==> config.mk <==
export PLATFORM = sky130hd
export DESIGN_NAME = quoted_word_tokenizer
export DESIGN_NICKNAME = d
export VERILOG_FILES = /design/src/sv/qwt_pkg.sv /design/src/sv/quoted_word_tokenizer.sv /design/src/sv/qwt_front.sv /design/src/sv/qwt_fifo.sv /design/src/sv/qwt_back.sv
export SDC_FILE = /design/constraint.sdc
export NUM_CORES = 1
export LEC_CHECK = 0
export ABC_CLOCK_PERIOD_IN_PS = 4100
export BUFFER_PORTS_ARGS = -buffer_cell sky130_fd_sc_hd__buf_4
export CAP_MARGIN = 5
export CELL_PAD_IN_SITES_DETAIL_PLACEMENT = 2
export CELL_PAD_IN_SITES_GLOBAL_PLACEMENT = 2
export CORE_ASPECT_RATIO = 0.6
export CORE_MARGIN = 10
export CORE_UTILIZATION = 44
export DETAILED_ROUTE_END_ITERATION = 12
export PLACE_DENSITY = 0.86
export SETUP_SLACK_MARGIN = 0.02
export SLEW_MARGIN = 30
export SYNTH_ARGS = -nofsm -noshare
export SYNTH_HDL_FRONTEND = slang
export SYNTH_SLANG_ARGS = --single-unit
==> constraint.sdc <==
create_clock -name clk -period 4.1 [get_ports clk]
set_input_delay 0.41 -clock clk [delete_from_list [all_inputs] [get_ports clk]]
set_output_delay 0.41 -clock clk [all_outputs]
set_load 0.01 [all_outputs]
==> src/sv/qwt_pkg.sv <==
// shared types, constants and byte decoders for the quoted word tokenizer
// no dependencies; imported by every module of the block
package qwt_pkg;

    localparam int MAX_TOKENS = 128;
    localparam int TOK_W      = 8;
    localparam int IDX_W      = 7;
    localparam int QDEPTH     = 4;
    localparam int QAW        = $clog2(QDEPTH);

    localparam logic [7:0] CH_DQUOTE = 8'h22;
    localparam logic [7:0] CH_SQUOTE = 8'h27;
    localparam logic [7:0] CH_BSLASH = 8'h5C;
    localparam logic [7:0] CH_CARET  = 8'h5E;
    localparam logic [7:0] CH_QMARK  = 8'h3F;
    localparam logic [7:0] CH_DEL    = 8'h7F;
    localparam logic [7:0] CH_SPACE  = 8'h20;

    typedef enum logic [1:0] {
        KIND_OPEN = 2'd0,
        KIND_BYTE = 2'd1,
        KIND_DONE = 2'd2
    } rkind_t;

    // all results caused by one input byte
    typedef struct packed {
        logic              has_open;
        logic              has_byte;
        logic              has_done;
        logic [IDX_W-1:0]  idx;
        logic [7:0]        data;
        logic [TOK_W-1:0]  count;
    } bundle_t;

    function automatic logic is_blank(input logic [7:0] c);
        return (c == CH_SPACE) || (c >= 8'd9 && c <= 8'd13);
    endfunction

    function automatic logic [7:0] decode_slash(input logic [7:0] c);
        logic [7:0] r;
        case (c)
            8'h6E:   r = 8'd10;  // n
            8'h74:   r = 8'd9;   // t
            8'h72:   r = 8'd13;  // r
            8'h66:   r = 8'd12;  // f
            8'h62:   r = 8'd8;   // b
            default: r = c;
        endcase
        return r;
    endfunction

    function automatic logic [7:0] decode_caret(input logic [7:0] c);
        logic [7:0] r;
        if (c == CH_QMARK)
            r = CH_DEL;
        else if (c >= 8'h41 && c <= 8'h5A)
            r = c - 8'h40;
        else if (c >= 8'h61 && c <= 8'h7A)
            r = c - 8'h60;
        else
            r = c;
        return r;
    endfunction

endpackage

==> src/sv/quoted_word_tokenizer.sv <==
// a byte accepted by the front end is written into the bundle queue; its first result word
//   is then loaded from the queue head into the registered outputs
// throughput: one byte per cycle while the bundle queue has room; results leave at
//   one word per cycle while res_ready is high, each result of a byte in its own word
// reset (rst_n, async, active low) empties the queue, drops any held word and returns
//   the scanner to outside a word with zero tokens seen
module quoted_word_tokenizer
    import qwt_pkg::*;
(
    input  logic             clk,
    input  logic             rst_n,
    input  logic [7:0]       ch,
    input  logic             last,
    input  logic             byte_valid,
    output logic             byte_ready,
    output logic [1:0]       rkind,
    output logic [7:0]       data,
    output logic [IDX_W-1:0] token_index,
    output logic [TOK_W-1:0] token_count,
    output logic             final_res,
    output logic             res_valid,
    input  logic             res_ready
);

    // front end to queue
    logic    push;
    bundle_t push_data;
    logic    full;

    // queue to result sequencer
    bundle_t head;
    logic    empty;
    logic    pop;

    // byte classification and word/quote/escape tracking; one byte per cycle unless full
    qwt_front u_front (
        .clk        (clk),
        .rst_n      (rst_n),
        .ch         (ch),
        .last       (last),
        .byte_valid (byte_valid),
        .byte_ready (byte_ready),
        .full       (full),
        .push       (push),
        .push_data  (push_data)
    );

    // decouples the byte side from the result side
    qwt_fifo u_fifo (
        .clk       (clk),
        .rst_n     (rst_n),
        .push      (push),
        .push_data (push_data),
        .pop       (pop),
        .head      (head),
        .full      (full),
        .empty     (empty)
    );

    // splits each bundle into open, byte and done words, in that order
    qwt_back u_back (
        .clk         (clk),
        .rst_n       (rst_n),
        .head        (head),
        .empty       (empty),
        .pop         (pop),
        .res_valid   (res_valid),
        .res_ready   (res_ready),
        .rkind       (rkind),
        .data        (data),
        .token_index (token_index),
        .token_count (token_count),
        .final_res   (final_res)
    );

endmodule

==> src/sv/qwt_front.sv <==
// front end: accepts line bytes, tracks word/quote/escape state, builds result bundles
// depends on qwt_pkg
module qwt_front
    import qwt_pkg::*;
(
    input  logic          clk,
    input  logic          rst_n,
    input  logic [7:0]    ch,
    input  logic          last,
    input  logic          byte_valid,
    output logic          byte_ready,
    input  logic          full,
    output logic          push,
    output bundle_t       push_data
);

    typedef enum logic [2:0] {
        MODE_OUTSIDE = 3'd0,
        MODE_BARE    = 3'd1,
        MODE_QUOTED  = 3'd2,
        MODE_SKIP    = 3'd3,
        MODE_IGNORE  = 3'd4
    } mode_t;

    typedef enum logic [1:0] {
        ESC_NONE  = 2'd0,
        ESC_SLASH = 2'd1,
        ESC_CARET = 2'd2
    } esc_t;

    mode_t            mode_reg, mode_next;
    esc_t             esc_reg, esc_next;
    logic             quote_reg, quote_next;
    logic [TOK_W-1:0] tokens_reg, tokens_next;
    logic [TOK_W-1:0] cur;
    logic [7:0]       close_ch;
    logic             accept;
    bundle_t          b;

    assign byte_ready = !full;
    assign accept     = byte_valid && !full;
    assign cur        = tokens_reg - 1'b1;
    assign close_ch   = quote_reg ? CH_SQUOTE : CH_DQUOTE;

    always_comb
    begin
        mode_next   = mode_reg;
        esc_next    = esc_reg;
        quote_next  = quote_reg;
        tokens_next = tokens_reg;
        b           = '0;
        unique case (mode_reg)
            MODE_OUTSIDE:
            begin
                if (!is_blank(ch))
                begin
                    if (tokens_reg >= TOK_W'(MAX_TOKENS))
                    begin
                        mode_next = MODE_IGNORE;
                    end
                    else
                    begin
                        b.has_open = 1'b1;
                        b.idx      = tokens_reg[IDX_W-1:0];
                        if (ch == CH_DQUOTE || ch == CH_SQUOTE)
                        begin
                            quote_next = (ch == CH_SQUOTE);
                            esc_next   = ESC_NONE;
                            mode_next  = MODE_QUOTED;
                        end
                        else
                        begin
                            b.has_byte = 1'b1;
                            b.data     = ch;
                            mode_next  = MODE_BARE;
                        end
                        tokens_next = tokens_reg + 1'b1;
                    end
                end
            end
            MODE_BARE:
            begin
                if (is_blank(ch))
                    mode_next = MODE_OUTSIDE;
                else
                begin
                    b.has_byte = 1'b1;
                    b.data     = ch;
                    b.idx      = cur[IDX_W-1:0];
                end
            end
            MODE_QUOTED:
            begin
                b.idx = cur[IDX_W-1:0];
                if (esc_reg == ESC_SLASH)
                begin
                    b.has_byte = 1'b1;
                    b.data     = decode_slash(ch);
                    esc_next   = ESC_NONE;
                end
                else if (esc_reg == ESC_CARET)
                begin
                    b.has_byte = 1'b1;
                    b.data     = decode_caret(ch);
                    esc_next   = ESC_NONE;
                end
                else if (ch == close_ch)
                    mode_next = MODE_SKIP;
                else if (ch == CH_BSLASH)
                    esc_next = ESC_SLASH;
                else if (ch == CH_CARET)
                    esc_next = ESC_CARET;
                else
                begin
                    b.has_byte = 1'b1;
                    b.data     = ch;
                end
            end
            MODE_SKIP:
                mode_next = MODE_OUTSIDE;
            MODE_IGNORE:
                mode_next = MODE_IGNORE;
            default:
                mode_next = MODE_OUTSIDE;
        endcase

        // end of line: report the count and start afresh
        if (last)
        begin
            b.has_done  = 1'b1;
            b.count     = tokens_next;
            mode_next   = MODE_OUTSIDE;
            esc_next    = ESC_NONE;
            quote_next  = 1'b0;
            tokens_next = '0;
        end
    end

    assign push      = accept && (b.has_open || b.has_byte || b.has_done);
    assign push_data = b;

    always_ff @(posedge clk or negedge rst_n)
    begin
        if (!rst_n)
        begin
            mode_reg   <= MODE_OUTSIDE;
            esc_reg    <= ESC_NONE;
            quote_reg  <= 1'b0;
            tokens_reg <= '0;
        end
        else if (accept)
        begin
            mode_reg   <= mode_next;
            esc_reg    <= esc_next;
            quote_reg  <= quote_next;
            tokens_reg <= tokens_next;
        end
    end

endmodule

==> src/sv/qwt_fifo.sv <==
// short bundle queue between front end and result sequencer
// depends on qwt_pkg
module qwt_fifo
    import qwt_pkg::*;
(
    input  logic    clk,
    input  logic    rst_n,
    input  logic    push,
    input  bundle_t push_data,
    input  logic    pop,
    output bundle_t head,
    output logic    full,
    output logic    empty
);

    bundle_t        mem [QDEPTH];
    logic [QAW-1:0] wr_ptr_reg;
    logic [QAW-1:0] rd_ptr_reg;
    logic [QAW:0]   count_reg;

    assign full  = (count_reg == (QAW+1)'(QDEPTH));
    assign empty = (count_reg == '0);
    assign head  = mem[rd_ptr_reg];

    always_ff @(posedge clk)
    begin
        if (push)
            mem[wr_ptr_reg] <= push_data;
    end

    always_ff @(posedge clk or negedge rst_n)
    begin
        if (!rst_n)
        begin
            wr_ptr_reg <= '0;
            rd_ptr_reg <= '0;
            count_reg  <= '0;
        end
        else
        begin
            if (push)
                wr_ptr_reg <= wr_ptr_reg + 1'b1;
            if (pop)
                rd_ptr_reg <= rd_ptr_reg + 1'b1;
            if (push && !pop)
                count_reg <= count_reg + 1'b1;
            else if (pop && !push)
                count_reg <= count_reg - 1'b1;
        end
    end

    a_count_bound: assert property (@(posedge clk) disable iff (!rst_n)
        count_reg <= (QAW+1)'(QDEPTH))
        else $error("queue count beyond depth");

    a_no_overflow: assert property (@(posedge clk) disable iff (!rst_n)
        push |-> !full)
        else $error("push into full queue");

    a_no_underflow: assert property (@(posedge clk) disable iff (!rst_n)
        pop |-> !empty)
        else $error("pop from empty queue");

endmodule

==> src/sv/qwt_back.sv <==
// result sequencer: walks each queued bundle and issues one result word per cycle while res_ready is high
// depends on qwt_pkg
module qwt_back
    import qwt_pkg::*;
(
    input  logic             clk,
    input  logic             rst_n,
    input  bundle_t          head,
    input  logic             empty,
    output logic             pop,
    output logic             res_valid,
    input  logic             res_ready,
    output logic [1:0]       rkind,
    output logic [7:0]       data,
    output logic [IDX_W-1:0] token_index,
    output logic [TOK_W-1:0] token_count,
    output logic             final_res
);

    logic             res_valid_reg, res_valid_next;
    logic             sent_open_reg, sent_open_next;
    logic             sent_byte_reg, sent_byte_next;
    rkind_t           rkind_reg, rkind_next;
    logic [7:0]       data_reg, data_next;
    logic [IDX_W-1:0] idx_reg, idx_next;
    logic [TOK_W-1:0] count_reg, count_next;
    logic             final_reg, final_next;
    logic             load;
    logic             rem_open;
    logic             rem_byte;
    logic             last_item;

    assign load     = !empty && (!res_valid_reg || res_ready);
    assign rem_open = head.has_open && !sent_open_reg;
    assign rem_byte = head.has_byte && !sent_byte_reg;

    always_comb
    begin
        res_valid_next = res_valid_reg;
        sent_open_next = sent_open_reg;
        sent_byte_next = sent_byte_reg;
        rkind_next     = rkind_reg;
        data_next      = data_reg;
        idx_next       = idx_reg;
        count_next     = count_reg;
        final_next     = final_reg;
        last_item      = 1'b0;
        if (load)
        begin
            res_valid_next = 1'b1;
            data_next      = '0;
            idx_next       = '0;
            count_next     = '0;
            final_next     = 1'b0;
            if (rem_open)
            begin
                rkind_next     = KIND_OPEN;
                idx_next       = head.idx;
                last_item      = !head.has_byte && !head.has_done;
                sent_open_next = 1'b1;
            end
            else if (rem_byte)
            begin
                rkind_next     = KIND_BYTE;
                data_next      = head.data;
                idx_next       = head.idx;
                last_item      = !head.has_done;
                sent_byte_next = 1'b1;
            end
            else
            begin
                rkind_next = KIND_DONE;
                count_next = head.count;
                final_next = 1'b1;
                last_item  = 1'b1;
            end
            if (last_item)
            begin
                sent_open_next = 1'b0;
                sent_byte_next = 1'b0;
            end
        end
        else if (res_ready)
        begin
            res_valid_next = 1'b0;
        end
    end

    assign pop = load && last_item;

    always_ff @(posedge clk or negedge rst_n)
    begin
        if (!rst_n)
        begin
            res_valid_reg <= 1'b0;
            sent_open_reg <= 1'b0;
            sent_byte_reg <= 1'b0;
        end
        else
        begin
            res_valid_reg <= res_valid_next;
            sent_open_reg <= sent_open_next;
            sent_byte_reg <= sent_byte_next;
        end
    end

    always_ff @(posedge clk)
    begin
        rkind_reg <= rkind_next;
        data_reg  <= data_next;
        idx_reg   <= idx_next;
        count_reg <= count_next;
        final_reg <= final_next;
    end

    assign res_valid   = res_valid_reg;
    assign rkind       = rkind_reg;
    assign data        = data_reg;
    assign token_index = idx_reg;
    assign token_count = count_reg;
    assign final_res   = final_reg;

    a_final_is_done: assert property (@(posedge clk) disable iff (!rst_n)
        (res_valid_reg && final_reg) |-> (rkind_reg == KIND_DONE))
        else $error("final word is not a line-finished word");

endmodule
==> results.toml <==
[place]
routabilityCongestion = 0.8310
pre_cts_ws_ps = 435.9
portBuffers = 40
hpwl_um = 15110

[timing]
fmax_ghz = 0.2804
rsz0062_at_grt = "no"
tightest_slew_ps = 979.6
setup_violations = 0
setup_ws_ps = 533.1
fin_hold_ws_ps = 169.9
slew_headroom = 0.3453
maxSlewViolCount = 0
skew_ps = 18.85
min_period_over_period = 0.8700
fin_setup_tns_ps = 0
period_needed_ps = 3567
hold_viol = 0

[global_routing]
grt_use_total = 0.2045
grt_pass1_wl_um = 33540
grt_max_degree = 30
overflow = 0
grt_pass1_vias = 4973
antenna_found_initial = 1

[floorplan]
coreArea_sq_um = 15630
row_count = 35
io_pins = 41
die_height_um = 118.7
die_w_um = 184.6
initial_core_util = 0.4573
die_area_sq_um = 21910

[pwr]
p_leak_nw = 3.021
power.density_nw_per_um2 = 765.5
peakVddDrop_v = 0.0003332

[detailed_routing]
viasPerCell = 6.112
wl_per_cell_um = 28.72
postRouteAntennaNets = 0
first_pass_iters = 6
drt_iter0_drc = 383
dr_total_vias = 4676
drt-total-wl_um = 21970
drc_errors = 0

[finish]
num-nets-final = 578
n_antenna_cell = 0
largest_register_ffs = 104
syn2layout_area_growth_pct = 15.89
mostFrequentLayoutCells = "edfxtp_1 (129), buf_4 (48), nand2_1 (28)"
drive_gt1_frac = 0.2295
top_register = "u_fifo.mem"
fin_util = 0.5300
final_common_cell = "edfxtp_1"

[worst_setup_path]
cp.required_ps = 4450
r2r_start = "u_front.mode_reg[1]$_DFFE_PN0P_"
cp-start-kind = "register"
cp-endpoint = "u_fifo.count_reg[2]$_DFFE_PN0P_"
worstReg2RegEnd = "u_fifo.count_reg[2]$_DFFE_PN0P_"
critPathCaptureType = "register"
path_class = "register to register"
reg2regPathDepth = 11
path_max_fanout = 9
cp.arrival_ps = 3920
startpoint = "u_front.mode_reg[1]$_DFFE_PN0P_"
r2r_slack_ps = 530

[clock_network]
insertion_delay_ps = 440
clockBufferDepth = 2
root_buffer = "clkbuf_16"
numClockSinks = 153
cts_resized = 0
htree_num_levels = 4
cts_buffers = 17
clk_pin_slew_ps = 80
cts_tree = "built"

[synth]
ys.warnings.count = 0
async_reset_ff_frac = 0.1569
synth_cell_types = 75
yosys.area.top_type_share = 0.5418
syn_avg_cell_area_sq_um = 14.27
netlist_instances = 501
synth_top_family_by_area = "simple AND/OR/NAND/NOR gates"
netlist_area_sq_um = 7149
synth_edf_count = 129
synth_top_cell_by_area = "edfxtp_1"
synth.top_cells.by_area = "edfxtp_1 (54%), dfrtp_1 (8.4%), mux4_2 (8.2%)"
syn_nets = 530
synth_seq_cells = 153
ys.flop_type = "edfxtp_1"
synthXorXnorAreaFrac = 0.01838
synth-compound-area-share = 0.08995
synth_fa_ha_area_frac = 0.02905
yosys.area_share.simple = 0.1201
synth_mux_area_frac = 0.08803
synth.yosys.seq_area_share = 0.6258

[worst_hold_path]
holdCritPathClass = "input pin to register"

[run_status]
status = "finished clean"

[job]
drv_cap = 0
==> power by group <==
group,internal [mW],switching (mW)
registers,2.32,0.246
logic,0.868,1.33
clock network,0.815,0.771
total,4.00,2.34
==> how the worst min path moves through the flow <==
stage / depth (start not counted) / from / endpoint / slack [ps]
6_report: 2 / res_ready / u_back.res_valid$_DFFE_PN0P_ / 170
5_1_grt: 2 / res_ready / u_back.res_valid$_DFFE_PN0P_ / 190
4_1_cts: 2 / res_ready / u_back.res_valid$_DFFE_PN0P_ / 160
3_5_place_dp: 1 / rst_n / u_back.res_valid$_DFFE_PN0P_ / 360
3_3_place_gp: 1 / rst_n / u_back.res_valid$_DFFE_PN0P_ / 340
2_1_floorplan: 0 / rst_n / u_back.res_valid$_DFFE_PN0P_ / 110
==> area by class of cell <==
type                    instances  area (sq um)
multi-input cells             304          2484
well taps                     203         254.0
clock buffers                  18         429.2
flip-flops and latches        153          4474
inverters                      22         82.58
repair buffers                 51         410.4
fillers                      1448          7348
clock inverters                14         151.4
==> metrics by stage <==
stage | instance area, sq um | total power, mW | instances
6_report | 8285 | 6.342 | 765
3_5_place_dp | 7685 | 4.724 | 732
4_1_cts | 8275 | 6.372 | 765
2_1_floorplan | 7149 | 3.752 | 501
5_1_grt | 8285 | 6.639 | 765
3_3_place_gp | 7685 | 4.391 | 732
==> critical path, stage by stage, from the launching register on <==
cell and delay (ps):
dfrtp_1 440, nor3_1 420, o31ai_2 220, nor2_1 360, nand2_2 240, a31oi_2 440, ha_1 320, inv_1 90
fa_1 400, xor2_1 170, nor2_1 150, xor2_1 230
==> synth_stat cells, types with 3 or more instances <==
master and number:
o21a_1 5, nor2_1 19, xnor2_1 5, a31oi_1 5, o21ai_0 27, and2_1 27, dfrtp_1 24, nand3_1 10
nand3b_1 3, nand2b_1 7, ha_1 15, clkbuf_1 13, xor2_1 10, a21oi_1 19, or3_1 3, inv_1 21
edfxtp_1 129, o31ai_1 3, nand2_1 28, nor3_1 10, and3_1 3, mux4_2 26, buf_1 3, nor4_1 4
o22ai_1 4, a21o_1 5, nor2b_1 15
==> routing by layer <==
metal,track usage,wire length (um)
met1,0.2961,10450
met2,0.3071,10210
met3,0.04130,1120
met4,0.04689,183
met5,0,0
==> repair_timing <==
| item | in CTS | in global routing |
|---|---|---|
| setup endpoints to repair | 0 | 0 |
| hold buffers | 1 | 0 |
| endpoints found under the hold margin | 24 | 0 |
| setup buffers | 0 | 0 |
==> cell families (layout without fill, tap and decap cells) <==
| logic type | Yosys count | count (layout) |
|---|---|---|
| xor+xnor | 15 | 15 |
| simple gates | 150 | 150 |
| fa+ha+maj | 16 | 16 |
| mux | 30 | 30 |
| compound gates | 93 | 93 |
| flops | 153 | 153 |
| buf+inv | 44 | 105 |
No activity file was read; power rests on OpenSTA's default activity.
